[src/hw/rtl/gpl_pkg.sv]
// Shared types and constants for the Goldbach prime pair lister.
package gpl_pkg;

  localparam int unsigned TARGET_W    = 9;
  localparam int unsigned SMALL_W     = 8;
  localparam int unsigned ADDR_W      = TARGET_W;
  localparam int unsigned MEM_DEPTH   = 1 << ADDR_W;
  localparam int unsigned MAX_RESULTS = 64;
  localparam int unsigned CNT_W       = $clog2(MAX_RESULTS + 1);
  localparam int unsigned SIEVE_D_W   = 5;
  localparam int unsigned SIEVE_M_W   = ADDR_W + 1;

  // Odd sieve divisors run from the first odd prime up to the largest odd d
  // with d * d below the bitmap depth.
  localparam logic [SIEVE_D_W-1:0] SIEVE_FIRST_D = 5'd3;
  localparam logic [SIEVE_D_W-1:0] SIEVE_LAST_D  = 5'd21;

  typedef logic [TARGET_W-1:0] target_t;
  typedef logic [SMALL_W-1:0]  small_t;
  typedef logic [ADDR_W-1:0]   addr_t;

  typedef enum logic [2:0] {
    S_FILL,
    S_SIEVE,
    S_IDLE,
    S_READ,
    S_CHECK,
    S_FLUSH
  } state_t;

endpackage

[src/hw/rtl/goldbach_prime_pair_lister.sv]
// Top level of the Goldbach prime pair lister: prime bitmap memory and scan sequencer.
//
// The block takes one word, a target number T, and returns one word per prime
// pair (p, q) with p <= q and p + q = T, in ascending order of p; the final
// word carries last_pair. When no pair exists (T below 4, an odd T whose
// T - 2 is not prime, or T above MAX_VALUE) a single word with pair_found
// cleared and last_pair set comes out. Primality comes from a 512 x 1 bitmap
// memory with one write port and two registered read ports. After reset the
// bitmap is built in place: a fill pass marks 2 and every odd number above 1,
// then a sieve pass clears the odd multiples of the odd divisors 3 to 21; no
// word is accepted until the bitmap is built. For each candidate p = 2 .. T/2
// the scan issues both bitmap reads in S_READ and inspects the registered data
// in S_CHECK. A target is accepted in S_IDLE; the scan ends in S_READ once p
// passes T/2 and goes on to S_FLUSH, and a target above MAX_VALUE goes from
// S_IDLE straight to S_FLUSH. One word is worked on at a time. Each pair is
// held back until the next pair turns up or the scan ends, so that the last
// mark can be set on the final one; a full output register that stays stalled
// holds the scan.
module goldbach_prime_pair_lister #(
  parameter int unsigned MAX_VALUE = 256
) (
  input  logic                 clk,
  input  logic                 rst_n,
  input  logic                 in_valid,
  output logic                 in_stall,
  input  gpl_pkg::target_t     in_target_value,
  output logic                 out_valid,
  input  logic                 out_stall,
  output gpl_pkg::small_t      out_small_prime,
  output gpl_pkg::target_t     out_large_prime,
  output logic                 out_pair_found,
  output logic                 out_last_pair
);
  import gpl_pkg::*;

  localparam logic [10:0] MaxLim = 11'(MAX_VALUE);

  state_t state_r, state_nxt;

  // Bitmap memory and its ports.
  logic mem [MEM_DEPTH];
  logic  wr_en;
  addr_t wr_addr;
  logic  wr_data;
  logic  rd_en;
  addr_t rd_addr_a, rd_addr_b;
  logic  rd_a_r, rd_b_r;

  // Init counters.
  addr_t                fill_addr_r, fill_addr_nxt;
  logic [SIEVE_D_W-1:0] sieve_d_r, sieve_d_nxt;
  logic [SIEVE_M_W-1:0] sieve_m_r, sieve_m_nxt;
  logic [SIEVE_M_W-1:0] sieve_m_sum;
  logic [SIEVE_D_W-1:0] sieve_d_next_odd;
  logic [SIEVE_M_W-1:0] sieve_sq;

  // Scan state.
  target_t          t_r, t_nxt;
  target_t          p_r, p_nxt;
  logic [CNT_W-1:0] count_r, count_nxt;
  logic             hold_valid_r, hold_valid_nxt;
  small_t           hold_p_r, hold_p_nxt;
  target_t          hold_q_r, hold_q_nxt;

  // Output register.
  logic    out_valid_r, out_valid_nxt;
  small_t  out_small_r, out_small_nxt;
  target_t out_large_r, out_large_nxt;
  logic    out_found_r, out_found_nxt;
  logic    out_last_r, out_last_nxt;
  logic    out_free;

  assign out_free         = !out_valid_r || !out_stall;
  assign sieve_m_sum      = sieve_m_r + SIEVE_M_W'({sieve_d_r, 1'b0});
  assign sieve_d_next_odd = sieve_d_r + SIEVE_D_W'(2);
  assign sieve_sq         = SIEVE_M_W'(sieve_d_next_odd * sieve_d_next_odd);

  always_ff @(posedge clk) begin
    if (wr_en) begin
      mem[wr_addr] <= wr_data;
    end
    if (rd_en) begin
      rd_a_r <= mem[rd_addr_a];
      rd_b_r <= mem[rd_addr_b];
    end
  end

  always_ff @(posedge clk) begin
    if (!rst_n) begin
      state_r      <= S_FILL;
      fill_addr_r  <= '0;
      sieve_d_r    <= SIEVE_FIRST_D;
      sieve_m_r    <= '0;
      count_r      <= '0;
      hold_valid_r <= 1'b0;
      out_valid_r  <= 1'b0;
    end else begin
      state_r      <= state_nxt;
      fill_addr_r  <= fill_addr_nxt;
      sieve_d_r    <= sieve_d_nxt;
      sieve_m_r    <= sieve_m_nxt;
      count_r      <= count_nxt;
      hold_valid_r <= hold_valid_nxt;
      out_valid_r  <= out_valid_nxt;
    end
  end

  always_ff @(posedge clk) begin
    t_r         <= t_nxt;
    p_r         <= p_nxt;
    hold_p_r    <= hold_p_nxt;
    hold_q_r    <= hold_q_nxt;
    out_small_r <= out_small_nxt;
    out_large_r <= out_large_nxt;
    out_found_r <= out_found_nxt;
    out_last_r  <= out_last_nxt;
  end

  always_comb begin
    state_nxt      = state_r;
    fill_addr_nxt  = fill_addr_r;
    sieve_d_nxt    = sieve_d_r;
    sieve_m_nxt    = sieve_m_r;
    t_nxt          = t_r;
    p_nxt          = p_r;
    count_nxt      = count_r;
    hold_valid_nxt = hold_valid_r;
    hold_p_nxt     = hold_p_r;
    hold_q_nxt     = hold_q_r;
    out_valid_nxt  = out_valid_r && out_stall;
    out_small_nxt  = out_small_r;
    out_large_nxt  = out_large_r;
    out_found_nxt  = out_found_r;
    out_last_nxt   = out_last_r;
    wr_en          = 1'b0;
    wr_addr        = fill_addr_r;
    wr_data        = 1'b0;
    rd_en          = 1'b0;
    rd_addr_a      = p_r;
    rd_addr_b      = t_r - p_r;
    in_stall       = 1'b1;

    unique case (state_r)
      S_FILL: begin
        // Mark 2 and every odd number above 1 as a candidate prime.
        wr_en         = 1'b1;
        wr_addr       = fill_addr_r;
        wr_data       = (fill_addr_r == ADDR_W'(2)) ||
                        (fill_addr_r[0] && (fill_addr_r != ADDR_W'(1)));
        fill_addr_nxt = fill_addr_r + ADDR_W'(1);
        if (fill_addr_r == '1) begin
          sieve_d_nxt = SIEVE_FIRST_D;
          sieve_m_nxt = SIEVE_M_W'(SIEVE_FIRST_D * SIEVE_FIRST_D);
          state_nxt   = S_SIEVE;
        end
      end
      S_SIEVE: begin
        // Clear the odd multiples d*d, d*d + 2d, ... of the current divisor.
        wr_en   = 1'b1;
        wr_addr = sieve_m_r[ADDR_W-1:0];
        wr_data = 1'b0;
        if (sieve_m_sum[SIEVE_M_W-1]) begin
          if (sieve_d_r == SIEVE_LAST_D) begin
            state_nxt = S_IDLE;
          end else begin
            sieve_d_nxt = sieve_d_next_odd;
            sieve_m_nxt = sieve_sq;
          end
        end else begin
          sieve_m_nxt = sieve_m_sum;
        end
      end
      S_IDLE: begin
        in_stall = 1'b0;
        if (in_valid) begin
          t_nxt          = in_target_value;
          p_nxt          = TARGET_W'(2);
          count_nxt      = '0;
          hold_valid_nxt = 1'b0;
          // Drop targets beyond the limit straight to the no-pair word.
          if ({2'b00, in_target_value} > MaxLim) begin
            state_nxt = S_FLUSH;
          end else begin
            state_nxt = S_READ;
          end
        end
      end
      S_READ: begin
        if (p_r > (t_r >> 1)) begin
          state_nxt = S_FLUSH;
        end else begin
          rd_en     = 1'b1;
          state_nxt = S_CHECK;
        end
      end
      S_CHECK: begin
        if (rd_a_r && rd_b_r) begin
          if (count_r == CNT_W'(MAX_RESULTS)) begin
            state_nxt = S_FLUSH;
          end else if (!hold_valid_r || out_free) begin
            // Release the held pair, which is now known not to be the last.
            if (hold_valid_r) begin
              out_valid_nxt = 1'b1;
              out_small_nxt = hold_p_r;
              out_large_nxt = hold_q_r;
              out_found_nxt = 1'b1;
              out_last_nxt  = 1'b0;
            end
            hold_valid_nxt = 1'b1;
            hold_p_nxt     = p_r[SMALL_W-1:0];
            hold_q_nxt     = t_r - p_r;
            count_nxt      = count_r + CNT_W'(1);
            p_nxt          = p_r + TARGET_W'(1);
            state_nxt      = S_READ;
          end
        end else begin
          p_nxt     = p_r + TARGET_W'(1);
          state_nxt = S_READ;
        end
      end
      S_FLUSH: begin
        if (out_free) begin
          out_valid_nxt  = 1'b1;
          out_small_nxt  = hold_valid_r ? hold_p_r : '0;
          out_large_nxt  = hold_valid_r ? hold_q_r : '0;
          out_found_nxt  = hold_valid_r;
          out_last_nxt   = 1'b1;
          hold_valid_nxt = 1'b0;
          state_nxt      = S_IDLE;
        end
      end
      default: begin
        state_nxt = S_FILL;
      end
    endcase
  end

  assign out_valid       = out_valid_r;
  assign out_small_prime = out_small_r;
  assign out_large_prime = out_large_r;
  assign out_pair_found  = out_found_r;
  assign out_last_pair   = out_last_r;

  // A no-pair word is always the final word for its target.
  a_nopair_last: assert property (@(posedge clk) disable iff (!rst_n)
    (out_valid_r && !out_found_r) |-> out_last_r)
    else $error("no-pair word without last mark");

  // A pair that is not the last one belongs to the target still being scanned.
  a_pair_sum: assert property (@(posedge clk) disable iff (!rst_n)
    (out_valid_r && out_found_r && !out_last_r) |->
      ((TARGET_W'(out_small_r) + out_large_r) == t_r))
    else $error("pair does not add up to the target");

  // Pairs are listed with the smaller prime first.
  a_pair_order: assert property (@(posedge clk) disable iff (!rst_n)
    (out_valid_r && out_found_r) |-> (TARGET_W'(out_small_r) <= out_large_r))
    else $error("pair out of order");

  // Nothing comes out while the bitmap is being built.
  a_init_quiet: assert property (@(posedge clk) disable iff (!rst_n)
    (state_r == S_FILL || state_r == S_SIEVE) |-> !out_valid_r)
    else $error("output word during bitmap build");

  // A word sitting stalled in the output register keeps its payload.
  a_out_hold: assert property (@(posedge clk) disable iff (!rst_n)
    (out_valid_r && out_stall) |=>
      (out_valid_r && $stable(out_small_r) && $stable(out_large_r) &&
       $stable(out_found_r) && $stable(out_last_r)))
    else $error("stalled output word changed");

endmodule
[config.mk]
export PLATFORM = sky130hd
export DESIGN_NAME = goldbach_prime_pair_lister
export DESIGN_NICKNAME = d
export VERILOG_FILES = /design/src/hw/rtl/gpl_pkg.sv /design/src/hw/rtl/goldbach_prime_pair_lister.sv
export SDC_FILE = /design/constraint.sdc
export NUM_CORES = 1
export LEC_CHECK = 0
export ABC_AREA = 1
export BUFFER_PORTS_ARGS = -buffer_cell sky130_fd_sc_hd__buf_4
export CAP_MARGIN = 25
export CORE_MARGIN = 10
export CORE_UTILIZATION = 30
export CTS_CLUSTER_SIZE = 16
export DETAILED_ROUTE_END_ITERATION = 7
export HOLD_SLACK_MARGIN = 0.06
export PLACE_DENSITY_LB_ADDON = 0.15
export SLEW_MARGIN = 20
export SYNTH_ARGS = -nofsm -noshare
export SYNTH_HDL_FRONTEND = slang
export SYNTH_SLANG_ARGS = --single-unit
[constraint.sdc]
create_clock -name clk -period 30.8 [get_ports clk]
set_clock_uncertainty 0.2 [all_clocks]
set_input_delay 6.16 -clock clk [delete_from_list [all_inputs] [get_ports clk]]
set_output_delay 6.16 -clock clk [all_outputs]
set_load 0.01 [all_outputs]
Yosys cells after proc, flatten, opt, wreduce, memory -nomap -nowiden --
Memories as Yosys holds them, arrays and structs flattened. A register that Yosys moved wholly into a read port is not among the register bits. Cells that the tools add are included.
Word-level totals: memories kept 1, logic and storage cells 149, memory bits (writable) 512, input bits 13, register bits after elaboration 90, output and inout bits 21
Memories:
- mem | words 512, bits a word 1, rd ports 2, clocked after Yosys merged registers in 2, write ports 1, line goldbach_prime_pair_lister.sv:41 | logic mem [MEM_DEPTH];
Cells by class: reduce and logical (&&, ||, !) cells 24, add/subtract/negate cells 6, bitwise logic cells 1, mux-type cells 75, equal/unequal tests 24, $mul 1, $lt $le $gt $ge 2
Operators by type and width (count):
- two-way mux 9 bit | 11
- two-way mux 8 bit | 6
- case mux 9 bit (2 select lines) | 2
- two-way mux 10 bit | 3
- two-way mux 1 bit | 28
- two-way mux 7 bit | 4
- two-way mux 3 bit | 9
- inequality test 2 bit (second input constant) | 10
- case mux 10 bit (2 select lines) | 1
- adder 9 x 1 -> 9 bit (second input constant) | 2
- case mux 3 bit (6 select lines) | 1
- AND reduction 6 bit | 3
- case mux 8 bit (2 select lines) | 1
- two-way mux 5 bit | 3
- case mux 7 bit (2 select lines) | 1
- AND reduction 4 bit | 3
- adder 10 x 6 -> 10 bit | 1
- multiplier 5 x 5 -> 10 bit | 1
- case mux 5 bit (2 select lines) | 1
- == test 9 x 2 -> 1 bit (second input constant) | 1
- == test 9 bit (second input constant) | 1
- greater-than comparator 9 x 8 -> 1 bit | 1
- greater-than comparator 9 bit (second input constant) | 1
- inequality test 3 bit (second input constant) | 3
- other kinds (23) | 35

Depth between registers and ports, before layout --
depth in word-level cells 7, depth in mapped cells 20, mapped depth without buffers 20

Least setup slack after synthesis --
Ideal clock, no wire load.
path type register -> register, start reg state_r[2], end mem mem[0] (data pin), buffers on the path 0, data arrival time 20593 ps, cell stages (with the launch flop) 6, data required time 26433 ps, period minus slack after synthesis 24959 ps, path slack 5841 ps, library setup time 4167 ps, cell sequence dfxtp_1 inv_1 nand2_1 inv_1 nand3_1 o21ai_0
Between the ends: cells in the longest elaborated chain, start to end 2
RTL lines:
- start, declared | line goldbach_prime_pair_lister.sv:38 | state_t state_r, state_nxt;
- start signal, assigned | line goldbach_prime_pair_lister.sv:98 | state_r <= state_nxt;
- zero test 3 bit | line goldbach_prime_pair_lister.sv:143 | unique case (state_r)
- two-way mux 1 bit | line goldbach_prime_pair_lister.sv:143
- net wr_data | line goldbach_prime_pair_lister.sv:44 | logic wr_data;
- end, declared | line goldbach_prime_pair_lister.sv:41
The timed path passes the listed nets, and every way through them passes these cells.

Final worst setup path --
start reg state_r[2], end out in_stall
Between the ends: cells in the longest elaborated chain, start to end 2
RTL lines:
- == test 3 x 2 -> 1 bit | line goldbach_prime_pair_lister.sv:143
- two-way mux 1 bit | line goldbach_prime_pair_lister.sv:143
- end, declared | line goldbach_prime_pair_lister.sv:25 | output logic in_stall,
Every way passes these cells.

==> results.ini <==
[cts]
clkLatencyLatePin_ps=640
cts.path.max_buffers=3
cts_tree=done
cts_setup_buffers=0
numCtsBuffers=74
clkSlewWorstSetupHoldPaths_ps=60
post_cts_resized=0
cts_sinks=604
clockRootBuffer=clkbuf_16
hold_buffers=0
cts.htree.levels=3

[hold_path]
worstHoldPathType=register to register

[timing]
fin_crit_ps=7800
finalHoldViolCount=0
drv_slew=0
slew_headroom=0.214
timing.fmax_mhz=128
setup_slack_ps=23000
tns_ps=0
worst_slew_pin_slew_ps=1180
rsz0062_at_grt=no
fin_crit_sh=0.253
setup_viol=0

[drt]
drcViolationCount=0
routedWlPerCell_um=22.2
finalWirelength_um=127000
drtPass1Iterations=5
drt_iter0_drc=2792
viasPerCell=5.11
ant_nets=0
num_vias=29240

[critical_path]
crit_path_start=state_r[2]$_SDFFE_PN0P_
end_kind=output pin
reg2reg_depth=18
crit_type=register to output pin
r2r_start=p_r[0]$_SDFFCE_PN0P_
cp.required_ps=24440
crit_arrival_ps=1440
r2r-end=rd_b_r$_DFFE_PP_
crit_fanout=5
r2r_slack_ps=24700
crit_end=in_stall
startpoint_type=register

[power]
power.density_nw_per_um2=93.7
ir_drop_v=0.000132
p_leak_nw=14.4

[place]
port_buffers=33
dp_hpwl_um=64700
place_ws_ps=22760
place.gp.congestion=0.785

[global_routing]
grt_pass1_vias=27899
antenna_found_initial=4
grt_util_all_layers=0.195
grt_pass1_wl_um=186000
grt_max_degree=234
grt_overflow=0

[yosys]
synth_edf_count=568
synth_top_area_share=0.501
yosys.area_share.xor_xnor=0.00360
synth_cell_types=44
synth_ff_type=edfxtp_1
synthAdderAreaFrac=0.0180
synth_mux_area_frac=0
synth_warnings=0
synth-seq-cells=604
synth_area_leader_cell=edfxtp_1
avgSynthCellArea_sq_um=7.92
netlist_top_cells_area=edfxtp_1 (50%), nand2_1 (12%), nor2_1 (8.9%), nand3_1 (7.4%), inv_1 (3.7%)
syn_nets=4358
seq_area_frac_synth=0.522
netlist_area_sq_um=34100
syn-instance-count=4299
synth_compound_area_frac=0.0873
synth_top_family_by_area=simple AND/OR/NAND/NOR gates
synth_simple_gate_area_frac=0.295
synthArstFlopShare=0

[floorplan]
die_area_sq_um=127000
initial_core_util=0.302
num_rows=123
die_w_um=357
die_h_um=357
core_sq_um=113000
boundaryPins=34

[final_layout]
syn_to_final_growth_pct=11.4
final_cell_mix=nand2_1 (1079), nor2_1 (807), edfxtp_1 (568)
drive_above_1_share=0.0604
fin_nets=4224
final_common_cell=nand2_1
nFillCells=11966

[job]
drv_cap=0

[outcome]
status=completed

-- worst min path at each step --
stage,from,to,slack (ps),cells after the start
floorplan,count_r[6]$_SDFFE_PN0P_,count_r[6]$_SDFFE_PN0P_,220,1
global placement,sieve_m_r[0]$_SDFFE_PN0P_,sieve_m_r[0]$_SDFFE_PN0P_,260,2
detailed placement,count_r[6]$_SDFFE_PN0P_,count_r[6]$_SDFFE_PN0P_,240,1
CTS,count_r[6]$_SDFFE_PN0P_,count_r[6]$_SDFFE_PN0P_,250,1
global route,count_r[6]$_SDFFE_PN0P_,count_r[6]$_SDFFE_PN0P_,280,1
finish,count_r[6]$_SDFFE_PN0P_,count_r[6]$_SDFFE_PN0P_,250,1
-- worst max-delay path, stage by stage (launching register included) --
cell and delay [ps]:
dfxtp_1 340, inv_1 130, nand3_1 150, buf_4 180
-- cells in the mapped netlist, drive strengths merged, types with 36 or more instances --
| cell type | number |
|---|---|
| a21oi | 135 |
| nand3 | 503 |
| o21ai | 256 |
| clkbuf | 196 |
| dfxtp | 36 |
| inv | 344 |
| buf | 100 |
| o211ai | 106 |
| nand2 | 1098 |
| edfxtp | 568 |
| ha | 41 |
| nor2 | 821 |
-- registers in the layout (all words and copies together) (netlist names) --
signal / count
hold_valid_r: 1
state_r: 3
sieve_d_r: 5
out_large_prime: 9
fill_addr_r: 9
out_pair_found: 1
p_r: 9
rd_a_r: 1
out_valid: 1
out_small_prime: 8
rd_b_r: 1
count_r: 7
out_last_pair: 1
sieve_m_r: 10
hold_p_r: 8
mem: 512
hold_q_r: 9
t_r: 9
-- cell families (layout without fill, tap and decap cells) --
logic type	after synthesis	count (layout)
XOR/XNOR	14	14
flip-flops	604	604
AO/OA/AOI/OAI	523	523
adder cells (fa/ha/maj)	46	46
other	0	1
AND/OR/NAND/NOR	2464	2464
buffers and inverters	648	569
-- layer usage --
| layer | track usage | up-vias | share of wire |
|---|---|---|---|
| met5 | 0 | - | 0.000071 |
| met4 | 0.0647 | 2 | 0.033 |
| met3 | 0.0354 | 216 | 0.067 |
| met2 | 0.320 | 887 | 0.46 |
| met1 | 0.257 | 14222 | 0.44 |
| li1 | - | 13913 | - |
-- report_power, final --
part           leakage, nW  internal [W]  switching (W)  total (W)
Combinational         7.82      0.000305        0.00122    0.00152
Sequential            5.47       0.00115      0.0000207    0.00117
Clock                 1.15      0.000506       0.000356   0.000862
Total                 14.4       0.00196        0.00160    0.00355
-- through the flow --
step | area [sq um] | hold slack (ps) | power, W | cells | utilization
after floorplan | 34100 | 222 | 0.00235 | 4299 | -
after global placement | 35600 | 256 | 0.00269 | 5587 | 0.316
after detailed placement | 35600 | 242 | 0.00269 | 5588 | 0.316
after CTS | 37900 | 250 | 0.00356 | 5719 | 0.337
after global routing | 37900 | 279 | 0.00373 | 5720 | 0.337
final | 37900 | 253 | 0.00355 | 5721 | 0.337
-- area by class of cell --
type | count | area, sq um | share of cell area
inverter | 352 | 1340 | 0.0353
timing repair buffer | 86 | 698 | 0.0184
clock inverter | 27 | 199 | 0.00524
antenna | 1 | 2.50 | 0.0000660
tap | 1500 | 1880 | 0.0495
multi-input combinational | 3047 | 13900 | 0.367
sequential | 604 | 17800 | 0.469
clock buffer | 104 | 2130 | 0.0563
Note: power is estimated with default switching activity, not from simulation.
